$ cat src/hdl/assert_macros.svh
// assertion macros shared by the reassembler rtl
`ifndef ASSERT_MACROS_SVH
`define ASSERT_MACROS_SVH

// property checked on every clock edge outside reset
`define ASSERT_CLKD(lbl, clk, rst, prop) \
   lbl: assert property (@(posedge clk) disable iff (rst) prop) \
      else $error("assertion failed");

// property checked on every clock edge, reset included
`define ASSERT_ALWAYS(lbl, clk, prop) \
   lbl: assert property (@(posedge clk) prop) \
      else $error("assertion failed");

`endif

$ cat src/hdl/hcipr_pkg.sv
// types, codes and header helpers for the hci packet reassembler
package hcipr_pkg;

   localparam logic [1:0] KIND_EVENT    = 2'd0;
   localparam logic [1:0] KIND_ACL      = 2'd1;
   localparam logic [1:0] KIND_SCO      = 2'd2;
   localparam logic [1:0] KIND_RESERVED = 2'd3;

   localparam int NUM_KINDS = 3;

   typedef struct packed {
      logic       valid;
      logic [1:0] kind;
      logic [7:0] data;
      logic       frame_start;
      logic       frame_end;
      logic       header_error;
   } hcipr_result_type;

   // header length in bytes per kind
   function automatic logic [2:0] hdr_size(input logic [1:0] kind);
      logic [2:0] size;
      case (kind)
         KIND_EVENT: size = 3'd2;
         KIND_ACL:   size = 3'd4;
         default:    size = 3'd3;
      endcase
      return size;
   endfunction

   // payload length contribution of the header byte at position idx
   function automatic logic [16:0] len_part(input logic [1:0] kind,
                                            input logic [1:0] idx,
                                            input logic [7:0] b);
      logic [16:0] part;
      part = '0;
      if (kind == KIND_EVENT && idx == 2'd1) part = {9'd0, b};
      if (kind == KIND_ACL   && idx == 2'd2) part = {9'd0, b};
      if (kind == KIND_ACL   && idx == 2'd3) part = {1'b0, b, 8'd0};
      if (kind == KIND_SCO   && idx == 2'd2) part = {9'd0, b};
      return part;
   endfunction

endpackage

$ cat src/hdl/hcipr_engine.sv
// per-kind reassembly contexts and the single-pass word classifier
module hcipr_engine
   import hcipr_pkg::*;
(
   input  logic             clock,
   input  logic             reset,
   input  logic             fire,
   input  logic [1:0]       kind,
   input  logic [7:0]       data_byte,
   input  logic [15:0]      bytes_left,
   output hcipr_result_type result
);

   logic [NUM_KINDS-1:0] active_ff, active_in;
   logic [1:0]           hidx_ff [NUM_KINDS];
   logic [1:0]           hidx_in [NUM_KINDS];
   logic [16:0]          rem_ff  [NUM_KINDS];
   logic [16:0]          rem_in  [NUM_KINDS];
   logic                 drop_ff, drop_in;

   logic        chunk_end;
   logic        cur_active;
   logic [1:0]  cur_hidx;
   logic [16:0] cur_rem;
   logic [2:0]  hs;
   logic [1:0]  hs_last;
   logic [1:0]  nxt_hidx;
   logic [17:0] r_sum;
   logic [17:0] r_dec;

   always_comb begin
      chunk_end = (bytes_left <= 16'd1);
      hs        = hdr_size(kind);
      hs_last   = hs[1:0] - 2'd1;
      case (kind)
         KIND_EVENT: begin
            cur_active = active_ff[0];
            cur_hidx   = hidx_ff[0];
            cur_rem    = rem_ff[0];
         end
         KIND_ACL: begin
            cur_active = active_ff[1];
            cur_hidx   = hidx_ff[1];
            cur_rem    = rem_ff[1];
         end
         KIND_SCO: begin
            cur_active = active_ff[2];
            cur_hidx   = hidx_ff[2];
            cur_rem    = rem_ff[2];
         end
         default: begin
            cur_active = 1'b0;
            cur_hidx   = 2'd0;
            cur_rem    = '0;
         end
      endcase

      // header byte index and remaining count for an active frame
      nxt_hidx = cur_hidx;
      r_sum    = {1'b0, cur_rem};
      if (cur_hidx < hs_last) begin
         nxt_hidx = cur_hidx + 2'd1;
         r_sum    = {1'b0, cur_rem} + {1'b0, len_part(kind, nxt_hidx, data_byte)};
      end
      r_dec = (r_sum == 18'd0) ? 18'd0 : r_sum - 18'd1;

      active_in = active_ff;
      hidx_in   = hidx_ff;
      rem_in    = rem_ff;
      drop_in   = drop_ff;
      result    = '0;
      result.kind = kind;
      result.data = data_byte;

      if (fire) begin
         if (drop_ff) begin
            if (chunk_end) drop_in = 1'b0;
         end else if (kind != KIND_RESERVED) begin
            result.valid = 1'b1;
            if (!cur_active) begin
               if (bytes_left < {13'd0, hs}) begin
                  // header would straddle the chunk end
                  result.header_error = 1'b1;
                  result.data         = 8'd0;
                  if (!chunk_end) drop_in = 1'b1;
               end else begin
                  result.frame_start = 1'b1;
                  active_in[kind]    = 1'b1;
                  hidx_in[kind]      = 2'd0;
                  rem_in[kind]       = {15'd0, hs_last};
               end
            end else begin
               rem_in[kind]  = r_dec[16:0];
               hidx_in[kind] = nxt_hidx;
               if (r_dec[16:0] == 17'd0) begin
                  result.frame_end = 1'b1;
                  active_in[kind]  = 1'b0;
                  hidx_in[kind]    = 2'd0;
               end
            end
         end
      end
   end

   always_ff @(posedge clock) begin
      if (reset) begin
         active_ff <= '0;
         drop_ff   <= 1'b0;
         for (int k = 0; k < NUM_KINDS; k++) begin
            hidx_ff[k] <= 2'd0;
            rem_ff[k]  <= '0;
         end
      end else begin
         active_ff <= active_in;
         drop_ff   <= drop_in;
         hidx_ff   <= hidx_in;
         rem_ff    <= rem_in;
      end
   end

endmodule

$ cat src/hdl/hci_packet_reassembler_core.sv
// hci packet reassembler: per-kind framing of a received byte stream, one word per
// cycle while the receiver keeps up; each req word lands in an input register, is
// classified against its kind's context (event, acl or sco) in one pass, and the
// result sits in an output register until taken; a new word is taken every cycle
// unless rsp_ready holds the output, so sustained rate is one word per clock, and
// rsp_valid rises once the word has passed the input and output registers; words of
// kind 3 and words dropped after a header error are consumed without a rsp word
module hci_packet_reassembler_core
   import hcipr_pkg::*;
(
   input  logic        clock,
   input  logic        reset,
   // request side
   input  logic        req_valid,
   output logic        req_ready,
   input  logic [1:0]  req_pkt_kind,
   input  logic [7:0]  req_data_byte,
   input  logic [15:0] req_bytes_left_in_chunk,
   // response side
   output logic        rsp_valid,
   input  logic        rsp_ready,
   output logic [1:0]  rsp_out_kind,
   output logic [7:0]  rsp_out_byte,
   output logic        rsp_frame_start,
   output logic        rsp_frame_end,
   output logic        rsp_header_error
);

`include "assert_macros.svh"

   // input register
   logic        in_valid_ff, in_valid_in;
   logic [1:0]  in_kind_ff;
   logic [7:0]  in_byte_ff;
   logic [15:0] in_left_ff;

   // output register
   hcipr_result_type res_ff, res_in;
   hcipr_result_type eng_res;

   logic fire;
   logic req_take;

   // the held word moves on once the output slot is free or being emptied
   assign fire      = in_valid_ff && (!res_ff.valid || rsp_ready);
   assign req_ready = !in_valid_ff || fire;
   assign req_take  = req_valid && req_ready;

   hcipr_engine u_engine (
      .clock      (clock),
      .reset      (reset),
      .fire       (fire),
      .kind       (in_kind_ff),
      .data_byte  (in_byte_ff),
      .bytes_left (in_left_ff),
      .result     (eng_res)
   );

   always_comb begin
      in_valid_in = in_valid_ff;
      if (req_take) in_valid_in = 1'b1;
      else if (fire) in_valid_in = 1'b0;

      res_in = res_ff;
      if (fire) res_in = eng_res;
      else if (rsp_ready) res_in.valid = 1'b0;
   end

   always_ff @(posedge clock) begin
      if (reset) begin
         in_valid_ff <= 1'b0;
         res_ff      <= '0;
      end else begin
         in_valid_ff <= in_valid_in;
         res_ff      <= res_in;
      end
   end

   // payload of the input register, no reset needed
   always_ff @(posedge clock) begin
      if (req_take) begin
         in_kind_ff <= req_pkt_kind;
         in_byte_ff <= req_data_byte;
         in_left_ff <= req_bytes_left_in_chunk;
      end
   end

   assign rsp_valid        = res_ff.valid;
   assign rsp_out_kind     = res_ff.kind;
   assign rsp_out_byte     = res_ff.data;
   assign rsp_frame_start  = res_ff.frame_start;
   assign rsp_frame_end    = res_ff.frame_end;
   assign rsp_header_error = res_ff.header_error;

   // a header error forwards nothing and never marks a frame boundary
   `ASSERT_CLKD(a_err_clean, clock, reset,
      rsp_valid && rsp_header_error |-> !rsp_frame_start && !rsp_frame_end && rsp_out_byte == 8'd0)
   // the first word of a frame can never also close it
   `ASSERT_CLKD(a_start_not_end, clock, reset, rsp_valid |-> !(rsp_frame_start && rsp_frame_end))
   // a held word is not lost while the output is stalled
   `ASSERT_CLKD(a_hold_input, clock, reset, in_valid_ff && !fire |=> in_valid_ff)

endmodule

$ cat config.mk
export PLATFORM = sky130hd
export DESIGN_NAME = hci_packet_reassembler_core
export DESIGN_NICKNAME = d
export VERILOG_FILES = /design/src/hdl/hcipr_pkg.sv /design/src/hdl/hcipr_engine.sv /design/src/hdl/hci_packet_reassembler_core.sv
export VERILOG_INCLUDE_DIRS = /design/src /design/src/hdl
export SDC_FILE = /design/constraint.sdc
export NUM_CORES = 1
export LEC_CHECK = 0
export BUFFER_PORTS_ARGS = -buffer_cell sky130_fd_sc_hd__buf_4
export CELL_PAD_IN_SITES_DETAIL_PLACEMENT = 1
export CELL_PAD_IN_SITES_GLOBAL_PLACEMENT = 1
export CORE_AREA = 2 2 145 147
export CTS_CLUSTER_SIZE = 8
export DETAILED_ROUTE_END_ITERATION = 10
export DIE_AREA = 0 0 147 149
export PLACE_DENSITY = 0.61
export SLEW_MARGIN = 10
export SYNTH_ARGS = -nofsm -noshare
export SYNTH_HDL_FRONTEND = slang
export SYNTH_SLANG_ARGS = --single-unit
$ cat constraint.sdc
create_clock -name clock -period 14.35 [get_ports clock]
set_clock_uncertainty 0.1 [all_clocks]
set_input_delay 2.1525 -clock clock [delete_from_list [all_inputs] [get_ports clock]]
set_output_delay 2.1525 -clock clock [all_outputs]
set_load 0.005 [all_outputs]
==> metrics.cfg, run 1 <==
[routing]
drc_errors=0
drtIter0Drc=307
wire_per_inst_um=19.8
via_per_inst=5.46
ant_nets=0
vias=5395
totalWireLength_mm=19.5
first_pass_iters=4

[setup_path]
crit_slowest_cell=o32ai_1
crit_fanout=42
reg2reg_to=u_engine.rem_ff[32]$_SDFFE_PP0P_
reg2reg_setup_slack_ns=7.08
endpoint=u_engine.rem_ff[32]$_SDFFE_PP0P_
crit_chain=buf_4 -> nand2b_4 -> inv_2 -> nand2_1 -> o21ai_0 -> inv_1 -> ha_1 -> o32ai_1 -> and2_1 -> ha_1 -> inv_1 -> fa_1 -> nand2b_1 -> a21oi_1 -> o31a_1 -> nor4_1 -> o31ai_1 -> nor4_2 -> o21a_1 -> a41oi_2 -> buf_4 -> o21ai_0 -> o21ai_0
cp.arrival_ns=7.45
worst-setup-path-type=reg -> reg
cp_common_cell=o21ai_0
ff2ff_path_depth=23
cp-end-kind=register
cp-startpoint=in_kind_ff[1]$_DFFE_PP_
critPathRequiredTime_ns=14.53
worst_path_largest_cell_delay_ns=0.84
worstSetupStartpointType=register
timing.rr.start=in_kind_ff[1]$_DFFE_PP_

[power]
power_density_mw_per_mm2=96.0
p_leak_nw=2.67
vdd_drop_max_uv=64.8

[timing]
worstMarginPinSlew_ns=1.16
fmax_mhz=137
post-route-min-period_ns=7.27
final-setup-viol-count=0
final.setup.tns_ns=0
whs_ns=0.355
grt_setup_unrepaired=no
hold_viol_final=0
slew_headroom=0.221
period_share=0.507
drv_slew=0

[grt]
antenna_found_initial=0
grt_max_degree=67
track_usage=0.182
overflow=0
grt_pass1_wl_mm=31.0
grt_pass1_vias=5607

[clocking]
cts_tree=yes
cts_hold_buf=0
numCtsBuffers=9
cts_resized=0
cts.clk_slew.worst_paths_ns=0.08
clk_path_buf_depth=2
clock_sinks=102
insertion_delay_ns=0.36
cts_root_buf=clkbuf_16
cts_setup_buffers=0
htreeDepth=3

[worst_hold_path]
min_path_type=reg -> reg
min_delay_path_depth=2

[placed_design]
place_area_mm2=0.00656
port_buffers=44
gp_congestion=0.822
place_hpwl_mm=14.3

[die]
die_w_um=147
dieArea_mm2=0.0219
start_util=0.292
io_pins=45
num_rows=53
core_area_mm2=0.0206
die_y_um=149

[cells_and_area]
layout.cells.most_common=nor2_1
fin_nets=762
fillers=2438
fin_area_mm2=0.00686
antenna_cells=0
layout_common_cells=94 x nor2_1, 76 x dfxtp_1, 57 x nand2_1
area_growth_pct=14.1
drive_gt1_frac=0.129

[yosys]
avgSynthCellArea_um2=8.76
yosysUniqueCellTypes=78
synth_fa_ha_area_frac=0.0512
yosysWarnings=0
ys.flop_type=dfxtp_1
synth_edf_count=26
synth_top_family_by_area=compound AO/OA/AOI/OAI gates
synth_cells=686
ys_ff_latch=102
synth.mux.area_fraction=0.0452
synth_compound_area_frac=0.228
synth_fp_nets=740
synth-simple-area-share=0.227
synth-xor-area-share=0.0248
ys_seq_area_frac=0.383
synth_area_mm2=0.00601
async_reset_ff_frac=0

[outcome]
outcome=complete, no violations

[run]
drv_cap=0

[sequential cells by signal (all words and copies together), names as in the netlist, named ones only]
name / flops
u_engine.rem_ff: 51
in_left_ff: 16
in_byte_ff: 8
rsp_out_byte: 8
in_kind_ff: 2
rsp_out_kind: 2
in_valid_ff: 1
rsp_frame_end: 1
rsp_frame_start: 1
rsp_header_error: 1
rsp_valid: 1
u_engine.drop_ff: 1
[cells by family (layout without fill, tap and decap cells)]
logic type	count (synthesis)	in the layout
flip-flops	102	102
multiplexers	27	27
adder cells (fa/ha/maj)	24	24
AND/OR/NAND/NOR	267	267
XOR/XNOR	17	17
AO/OA/AOI/OAI	193	193
buffers and inverters	56	83
[layout make-up]
cell class	instances	area [µm²]	area share
inverters	15	56.3	0.00821
multi-input cells	528	3470	0.505
repair buffers	52	390	0.0569
well taps	275	344	0.0502
clock buffers	10	239	0.0348
clock inverters	6	60.1	0.00876
flip-flops and latches	102	2300	0.336
[power breakdown]
part | internal [mW] | leakage [nW] | total, mW | switching, mW
combinational | 0.0332 | 1.65 | 0.0988 | 0.0656
clock | 0.128 | 0.149 | 0.250 | 0.123
sequential | 0.304 | 0.869 | 0.309 | 0.00576
total | 0.465 | 2.67 | 0.658 | 0.194
[per-stage QoR]
stage / worst slack (ns) / cells / power [mW] / util
after floorplan: 8.48 / 686 / 0.380 / -
after global placement: 7.46 / 972 / 0.411 / 0.319
after detailed placement: 7.08 / 972 / 0.415 / 0.319
after CTS: 7.02 / 988 / 0.666 / 0.333
after global routing: 6.50 / 988 / 0.686 / 0.334
final: 7.08 / 988 / 0.658 / 0.334
[layer usage]
metal	routed length (µm)	vias to the layer above	global-route usage
li1	-	2584	-
met2	9680	114	0.328
met5	0	-	0
met1	8520	2676	0.222
met3	878	21	0.0291
met4	458	0	0.0620
[worst min path at each step]
| stage | slack [ns] | startpoint | endpoint |
|---|---|---|---|
| 6_report | 0.35 | u_engine.rem_ff[14]$_SDFFE_PP0P_ | u_engine.rem_ff[14]$_SDFFE_PP0P_ |
| 3_5_place_dp | 0.35 | u_engine.rem_ff[14]$_SDFFE_PP0P_ | u_engine.rem_ff[14]$_SDFFE_PP0P_ |
| 4_1_cts | 0.36 | u_engine.rem_ff[14]$_SDFFE_PP0P_ | u_engine.rem_ff[14]$_SDFFE_PP0P_ |
| 2_1_floorplan | 0.33 | u_engine.rem_ff[48]$_SDFFE_PP0P_ | u_engine.rem_ff[48]$_SDFFE_PP0P_ |
| 5_1_grt | 0.38 | u_engine.rem_ff[44]$_SDFFE_PP0P_ | u_engine.rem_ff[44]$_SDFFE_PP0P_ |
| 3_3_place_gp | 0.34 | u_engine.rem_ff[0]$_SDFFE_PP0P_ | u_engine.rem_ff[0]$_SDFFE_PP0P_ |
[synth_stat cells (all sizes together) (6+ instances only)]
cell,instances,area share
nand2b,7,0.0085
nand3,26,0.022
o211ai,7,0.0087
clkbuf,22,0.014
dfxtp,76,0.25
a21oi,42,0.036
o21ai,29,0.024
edfxtp,26,0.13
and3,15,0.016
o2bb2ai,9,0.013
and2,12,0.012
inv,14,0.0087
o41ai,6,0.0087
a22oi,38,0.048
xor2,8,0.012
xnor2,9,0.013
a21o,15,0.019
nand2,58,0.036
a211oi,6,0.0075
nor4,13,0.021
nor2,94,0.059
buf,19,0.017
nor3,15,0.015
ha,23,0.048
mux2i,26,0.043
[critical path: cells and delay by family, from the launching register on]
kind            cells  cell delay [ns]
compound gates      9             3.41
simple gates        6             1.03
fa+ha+maj           3             0.89
flops               1             0.38
buf+inv             5             1.36
No activity file was read; power rests on OpenSTA's default activity.
==> inputs of run 2 (changes only) <==
- PLACE_DENSITY: 0.61 -> 0.63
- clock period: 14.35 -> 6.4 ns (I/O delays scaled with it)
==> metrics.cfg, run 2 (synthesis gave the netlist of run 1 again) <==
[clocking]
cts_resized=0
clock_sinks=102
clk_path_buf_depth=2
cts_root_buf=clkbuf_16
cts_setup_buffers=0
cts_hold_buf=0
insertion_delay_ns=0.37
htreeDepth=3
cts_tree=yes
numCtsBuffers=9
cts.clk_slew.worst_paths_ns=0.08

[die]
io_pins=45
dieArea_mm2=0.0219
start_util=0.292
num_rows=53
core_area_mm2=0.0206
die_w_um=147
die_y_um=149

[cells_and_area]
area_growth_pct=15.4
fillers=2419
drive_gt1_frac=0.141
seqCellArea_mm2=0.00230
antenna_cells=0
fin_area_mm2=0.00693
reg_top3=u_engine.rem_ff x51, in_left_ff x16
fin_util=0.337
largest_reg_flops=51
fin_nets=772
layout_common_cells=94 x nor2_1, 76 x dfxtp_1, 62 x buf_4
layout.cells.most_common=nor2_1
multi_input_area_mm2=0.00347
largest-register=u_engine.rem_ff

[timing]
drv_slew=0
final-setup-viol-count=0
post-route-min-period_ns=5.88
whs_ns=0.355
worstMarginPinSlew_ns=1.19
slew_headroom=0.200
hold_viol_final=0
grt_setup_unrepaired=no
fmax_mhz=170
final.setup.tns_ns=0
period_share=0.919

[placed_design]
place_hpwl_mm=14.0
gp_congestion=0.843
port_buffers=44
place_area_mm2=0.00663

[setup_path]
cp.arrival_ns=6.02
cp-end-kind=register
crit_chain=mux2i_1 -> o21ai_0 -> inv_1 -> ha_1 -> o32ai_1 -> buf_4 -> and2_1 -> ha_1 -> inv_1 -> fa_1 -> nand2b_1 -> a21oi_2 -> o21ai_0 -> a22oi_2 -> or4b_4 -> xor2_1 -> nor4b_1 -> nand4_2 -> o31ai_4 -> o41ai_1
crit_slowest_cell=edfxtp_1
crit_fanout=12
worst-setup-path-type=reg -> reg
timing.rr.start=in_kind_ff[1]$_DFFE_PP_
critPathRequiredTime_ns=6.53
reg2reg_setup_slack_ns=0.52
worst_path_largest_cell_delay_ns=0.58
ff2ff_path_depth=20
worstSetupStartpointType=register
cp-startpoint=in_kind_ff[1]$_DFFE_PP_

[routing]
first_pass_iters=4
ant_nets=0
drc_errors=0
totalWireLength_mm=19.0
drtIter0Drc=276
vias=5429
wire_per_inst_um=19.1
via_per_inst=5.44

[run]
drv_cap=0

[power]
p_leak_nw=2.71
vdd_drop_max_uv=170
power_density_mw_per_mm2=214

[grt]
grt_max_degree=67
overflow=0
grt_pass1_vias=5795
antenna_found_initial=0
grt_pass1_wl_mm=30.8
track_usage=0.177

[worst_hold_path]
min_path_type=reg -> reg

[outcome]
outcome=complete, no violations

## run 2: changes by cell type in the layout (fill, tap and decap cells not counted)
cell      before  now
a21oi_1       41   40
a21oi_2        1    2
buf_4         52   62
clkbuf_1       0    1
clkbuf_8       1    0
clkinv_4       1    0
clkinv_8       0    1
inv_6          2    4
inv_8          3    1
nand2_1       57   58
nand2_2        1    0
nor4b_1        3    2
nor4b_2        0    1
## run 2: area by class of cell
class,instances,area share
Clock buffer,10,0.0330
Clock inverter,6,0.00902
Inverter,15,0.00812
Multi-Input combinational cell,528,0.501
Sequential cell,102,0.332
Tap cell,275,0.0496
Timing Repair Buffer,62,0.0671
## run 2: stage by stage
stage | power, mW | setup WS (ns) | instances
CTS | 1.50 | 0.421 | 998
floorplan | 0.851 | 0.531 | 686
global route | 1.55 | 0.00751 | 998
finish | 1.48 | 0.515 | 998
global placement | 0.926 | 0.776 | 982
detailed placement | 0.934 | 0.476 | 982
## run 2: critical path, delay by kind of cell, from the launching register on
| kind | cells | cell delay, ns |
|---|---|---|
| XOR/XNOR | 1 | 0.41 |
| buffers and inverters | 3 | 0.39 |
| AO/OA/AOI/OAI | 7 | 1.77 |
| adder cells (fa/ha/maj) | 3 | 0.89 |
| flip-flops | 1 | 0.58 |
| AND/OR/NAND/NOR | 5 | 1.42 |
| multiplexers | 1 | 0.18 |
## run 2: metal layers
metal	vias up	global-route usage	routed length, µm	part of all wire
met2	114	0.313	9380	0.49
met3	33	0.0327	663	0.035
li1	2597	-	-	-
met1	2685	0.216	8540	0.45
met4	0	0.0649	455	0.024
met5	-	0	0	0
## run 2: how the worst min path moves through the flow
| stage | from | end | slack (ns) | cells after the start |
|---|---|---|---|---|
| after floorplan | u_engine.rem_ff[48]$_SDFFE_PP0P_ | u_engine.rem_ff[48]$_SDFFE_PP0P_ | 0.33 | 2 |
| after global placement | u_engine.rem_ff[44]$_SDFFE_PP0P_ | u_engine.rem_ff[44]$_SDFFE_PP0P_ | 0.34 | 2 |
| after detailed placement | u_engine.rem_ff[44]$_SDFFE_PP0P_ | u_engine.rem_ff[44]$_SDFFE_PP0P_ | 0.35 | 2 |
| after CTS | u_engine.rem_ff[44]$_SDFFE_PP0P_ | u_engine.rem_ff[44]$_SDFFE_PP0P_ | 0.36 | 2 |
| after global routing | u_engine.rem_ff[14]$_SDFFE_PP0P_ | u_engine.rem_ff[14]$_SDFFE_PP0P_ | 0.39 | 2 |
| final | u_engine.rem_ff[44]$_SDFFE_PP0P_ | u_engine.rem_ff[44]$_SDFFE_PP0P_ | 0.36 | 2 |
## run 2: power by group
part	switching (mW)	internal, mW	total (mW)	leakage, nW
Clock	0.287	0.277	0.564	0.143
Combinational	0.145	0.0795	0.225	1.70
Sequential	0.0137	0.681	0.694	0.869
==> inputs of run 3 (changes only) <==
- REMOVE_ABC_BUFFERS: default -> 1
==> metrics.cfg, run 3 (synthesis gave the netlist of run 1 again) <==
[clocking]
cts_hold_buf=0
clock_sinks=102
insertion_delay_ns=0.37
numCtsBuffers=9
cts_resized=0
cts_root_buf=clkbuf_16
clk_path_buf_depth=2
cts_tree=yes
cts.clk_slew.worst_paths_ns=0.07
cts_setup_buffers=0
htreeDepth=3

[routing]
drtIter0Drc=393
wire_per_inst_um=19.3
via_per_inst=5.49
drc_errors=0
totalWireLength_mm=19.1
first_pass_iters=6
vias=5442
ant_nets=0

[worst_hold_path]
hold_end=u_engine.rem_ff[14]$_SDFFE_PP0P_
min_delay_path_depth=2
hold_start=u_engine.rem_ff[14]$_SDFFE_PP0P_
min_path_type=reg -> reg

[cells_and_area]
antenna_cells=0
final_cells=991
layout.cells.most_common=nor2_1
reg_top3=u_engine.rem_ff x51, in_left_ff x16
layout_common_cells=94 x nor2_1, 76 x dfxtp_1, 58 x nand2_1
drive_gt1_frac=0.133
largest_reg_flops=51
fin_nets=765
fillers=2404
area_growth_pct=14.3
largest-register=u_engine.rem_ff

[setup_path]
worst-setup-path-type=reg -> reg
worstSetupStartpointType=register
reg2reg_to=rsp_frame_end$_SDFFE_PP0P_
ff2ff_path_depth=22
critPathRequiredTime_ns=6.58
crit_chain=mux2i_1 -> o21ai_0 -> inv_1 -> ha_1 -> o32ai_1 -> buf_4 -> and2_1 -> ha_1 -> inv_1 -> fa_1 -> nand2_1 -> o21ai_0 -> ha_1 -> inv_1 -> nor4_1 -> a31oi_2 -> xor2_1 -> nand4b_1 -> nand4bb_1 -> nand4bb_1 -> o211a_1 -> nor3_1
timing.rr.start=in_kind_ff[1]$_DFFE_PP_
cp.arrival_ns=6.13
reg2reg_setup_slack_ns=0.45
worst_path_largest_cell_delay_ns=0.54
cp-end-kind=register
crit_fanout=9
crit_slowest_cell=edfxtp_1

[die]
start_util=0.292
die_y_um=149
die_w_um=147
io_pins=45
core_area_mm2=0.0206
num_rows=53
dieArea_mm2=0.0219

[outcome]
outcome=complete, no violations

[placed_design]
place_hpwl_mm=13.9
gp_congestion=0.864
port_buffers=44
place_inst=975

[run]
drv_cap=0

[power]
p_leak_nw=2.68
p_total_mw=1.46
power_density_mw_per_mm2=212
vdd_drop_max_uv=114

[timing]
whs_ns=0.355
post-route-min-period_ns=5.95
final-setup-viol-count=0
grt_setup_unrepaired=no
worstMarginPinSlew_ns=1.21
hold_viol_final=0
fmax_mhz=168
period_share=0.929
slew_headroom=0.194
drv_slew=0

[grt]
track_usage=0.178
overflow=0
grt_pass1_wl_mm=30.6
grt_pass1_vias=5687
grt_max_degree=67
antenna_found_initial=0

==> run 3: metal layers <==
metal  track usage  routed length (µm)
met1         0.221                8390
met2         0.311                9650
met3        0.0303                 610
met4        0.0702                 488
met5             0                   0
==> run 3: metrics by stage <==
stage	setup slack, ns	util	setup TNS (ns)	cell area, µm²
floorplan	-0.00525	-	-0.0158	5820
global placement	0.681	0.320	0	6580
detailed placement	0.546	0.320	0	6580
CTS	0.456	0.334	0	6860
global route	0.00924	0.334	0	6870
finish	0.454	0.334	0	6870
==> run 3: worst max-delay path by stage <==
stage                                       start  slack [ns]                                to
after floorplan           in_kind_ff[1]$_DFFE_PP_      -0.005  u_engine.rem_ff[15]$_SDFFE_PP0P_
after global placement    in_kind_ff[1]$_DFFE_PP_        0.68        rsp_frame_end$_SDFFE_PP0P_
after detailed placement  in_kind_ff[1]$_DFFE_PP_        0.55                          register
after CTS                 in_kind_ff[1]$_DFFE_PP_        0.46        rsp_frame_end$_SDFFE_PP0P_
after global routing      in_kind_ff[1]$_DFFE_PP_       0.009        rsp_frame_end$_SDFFE_PP0P_
final                     in_kind_ff[1]$_DFFE_PP_        0.45        rsp_frame_end$_SDFFE_PP0P_
==> run 3: final cells by class <==
| type | instances | area, µm² | area share |
|---|---|---|---|
| Multi-Input combinational cell | 528 | 3470 | 0.505 |
| Sequential cell | 102 | 2300 | 0.335 |
| Timing Repair Buffer | 55 | 413 | 0.0601 |
| Tap cell | 275 | 344 | 0.0501 |
| Clock buffer | 10 | 230 | 0.0335 |
| Inverter | 15 | 56.3 | 0.00820 |
| Clock inverter | 6 | 52.6 | 0.00765 |
==> run 3: report_power, final <==
group / leakage, nW / switching (mW) / internal, mW
Clock: 0.141 / 0.267 / 0.272
Sequential: 0.869 / 0.0132 / 0.681
Combinational: 1.67 / 0.149 / 0.0754
Total: 2.68 / 0.429 / 1.03
==> run 3: critical path, delay by kind of cell (launching register included) <==
kind / cells / cell delay, ns
AO/OA/AOI/OAI: 5 / 1.32
XOR/XNOR: 1 / 0.47
adder cells (fa/ha/maj): 4 / 1.16
buffers and inverters: 4 / 0.45
flip-flops: 1 / 0.54
multiplexers: 1 / 0.17
AND/OR/NAND/NOR: 7 / 1.64
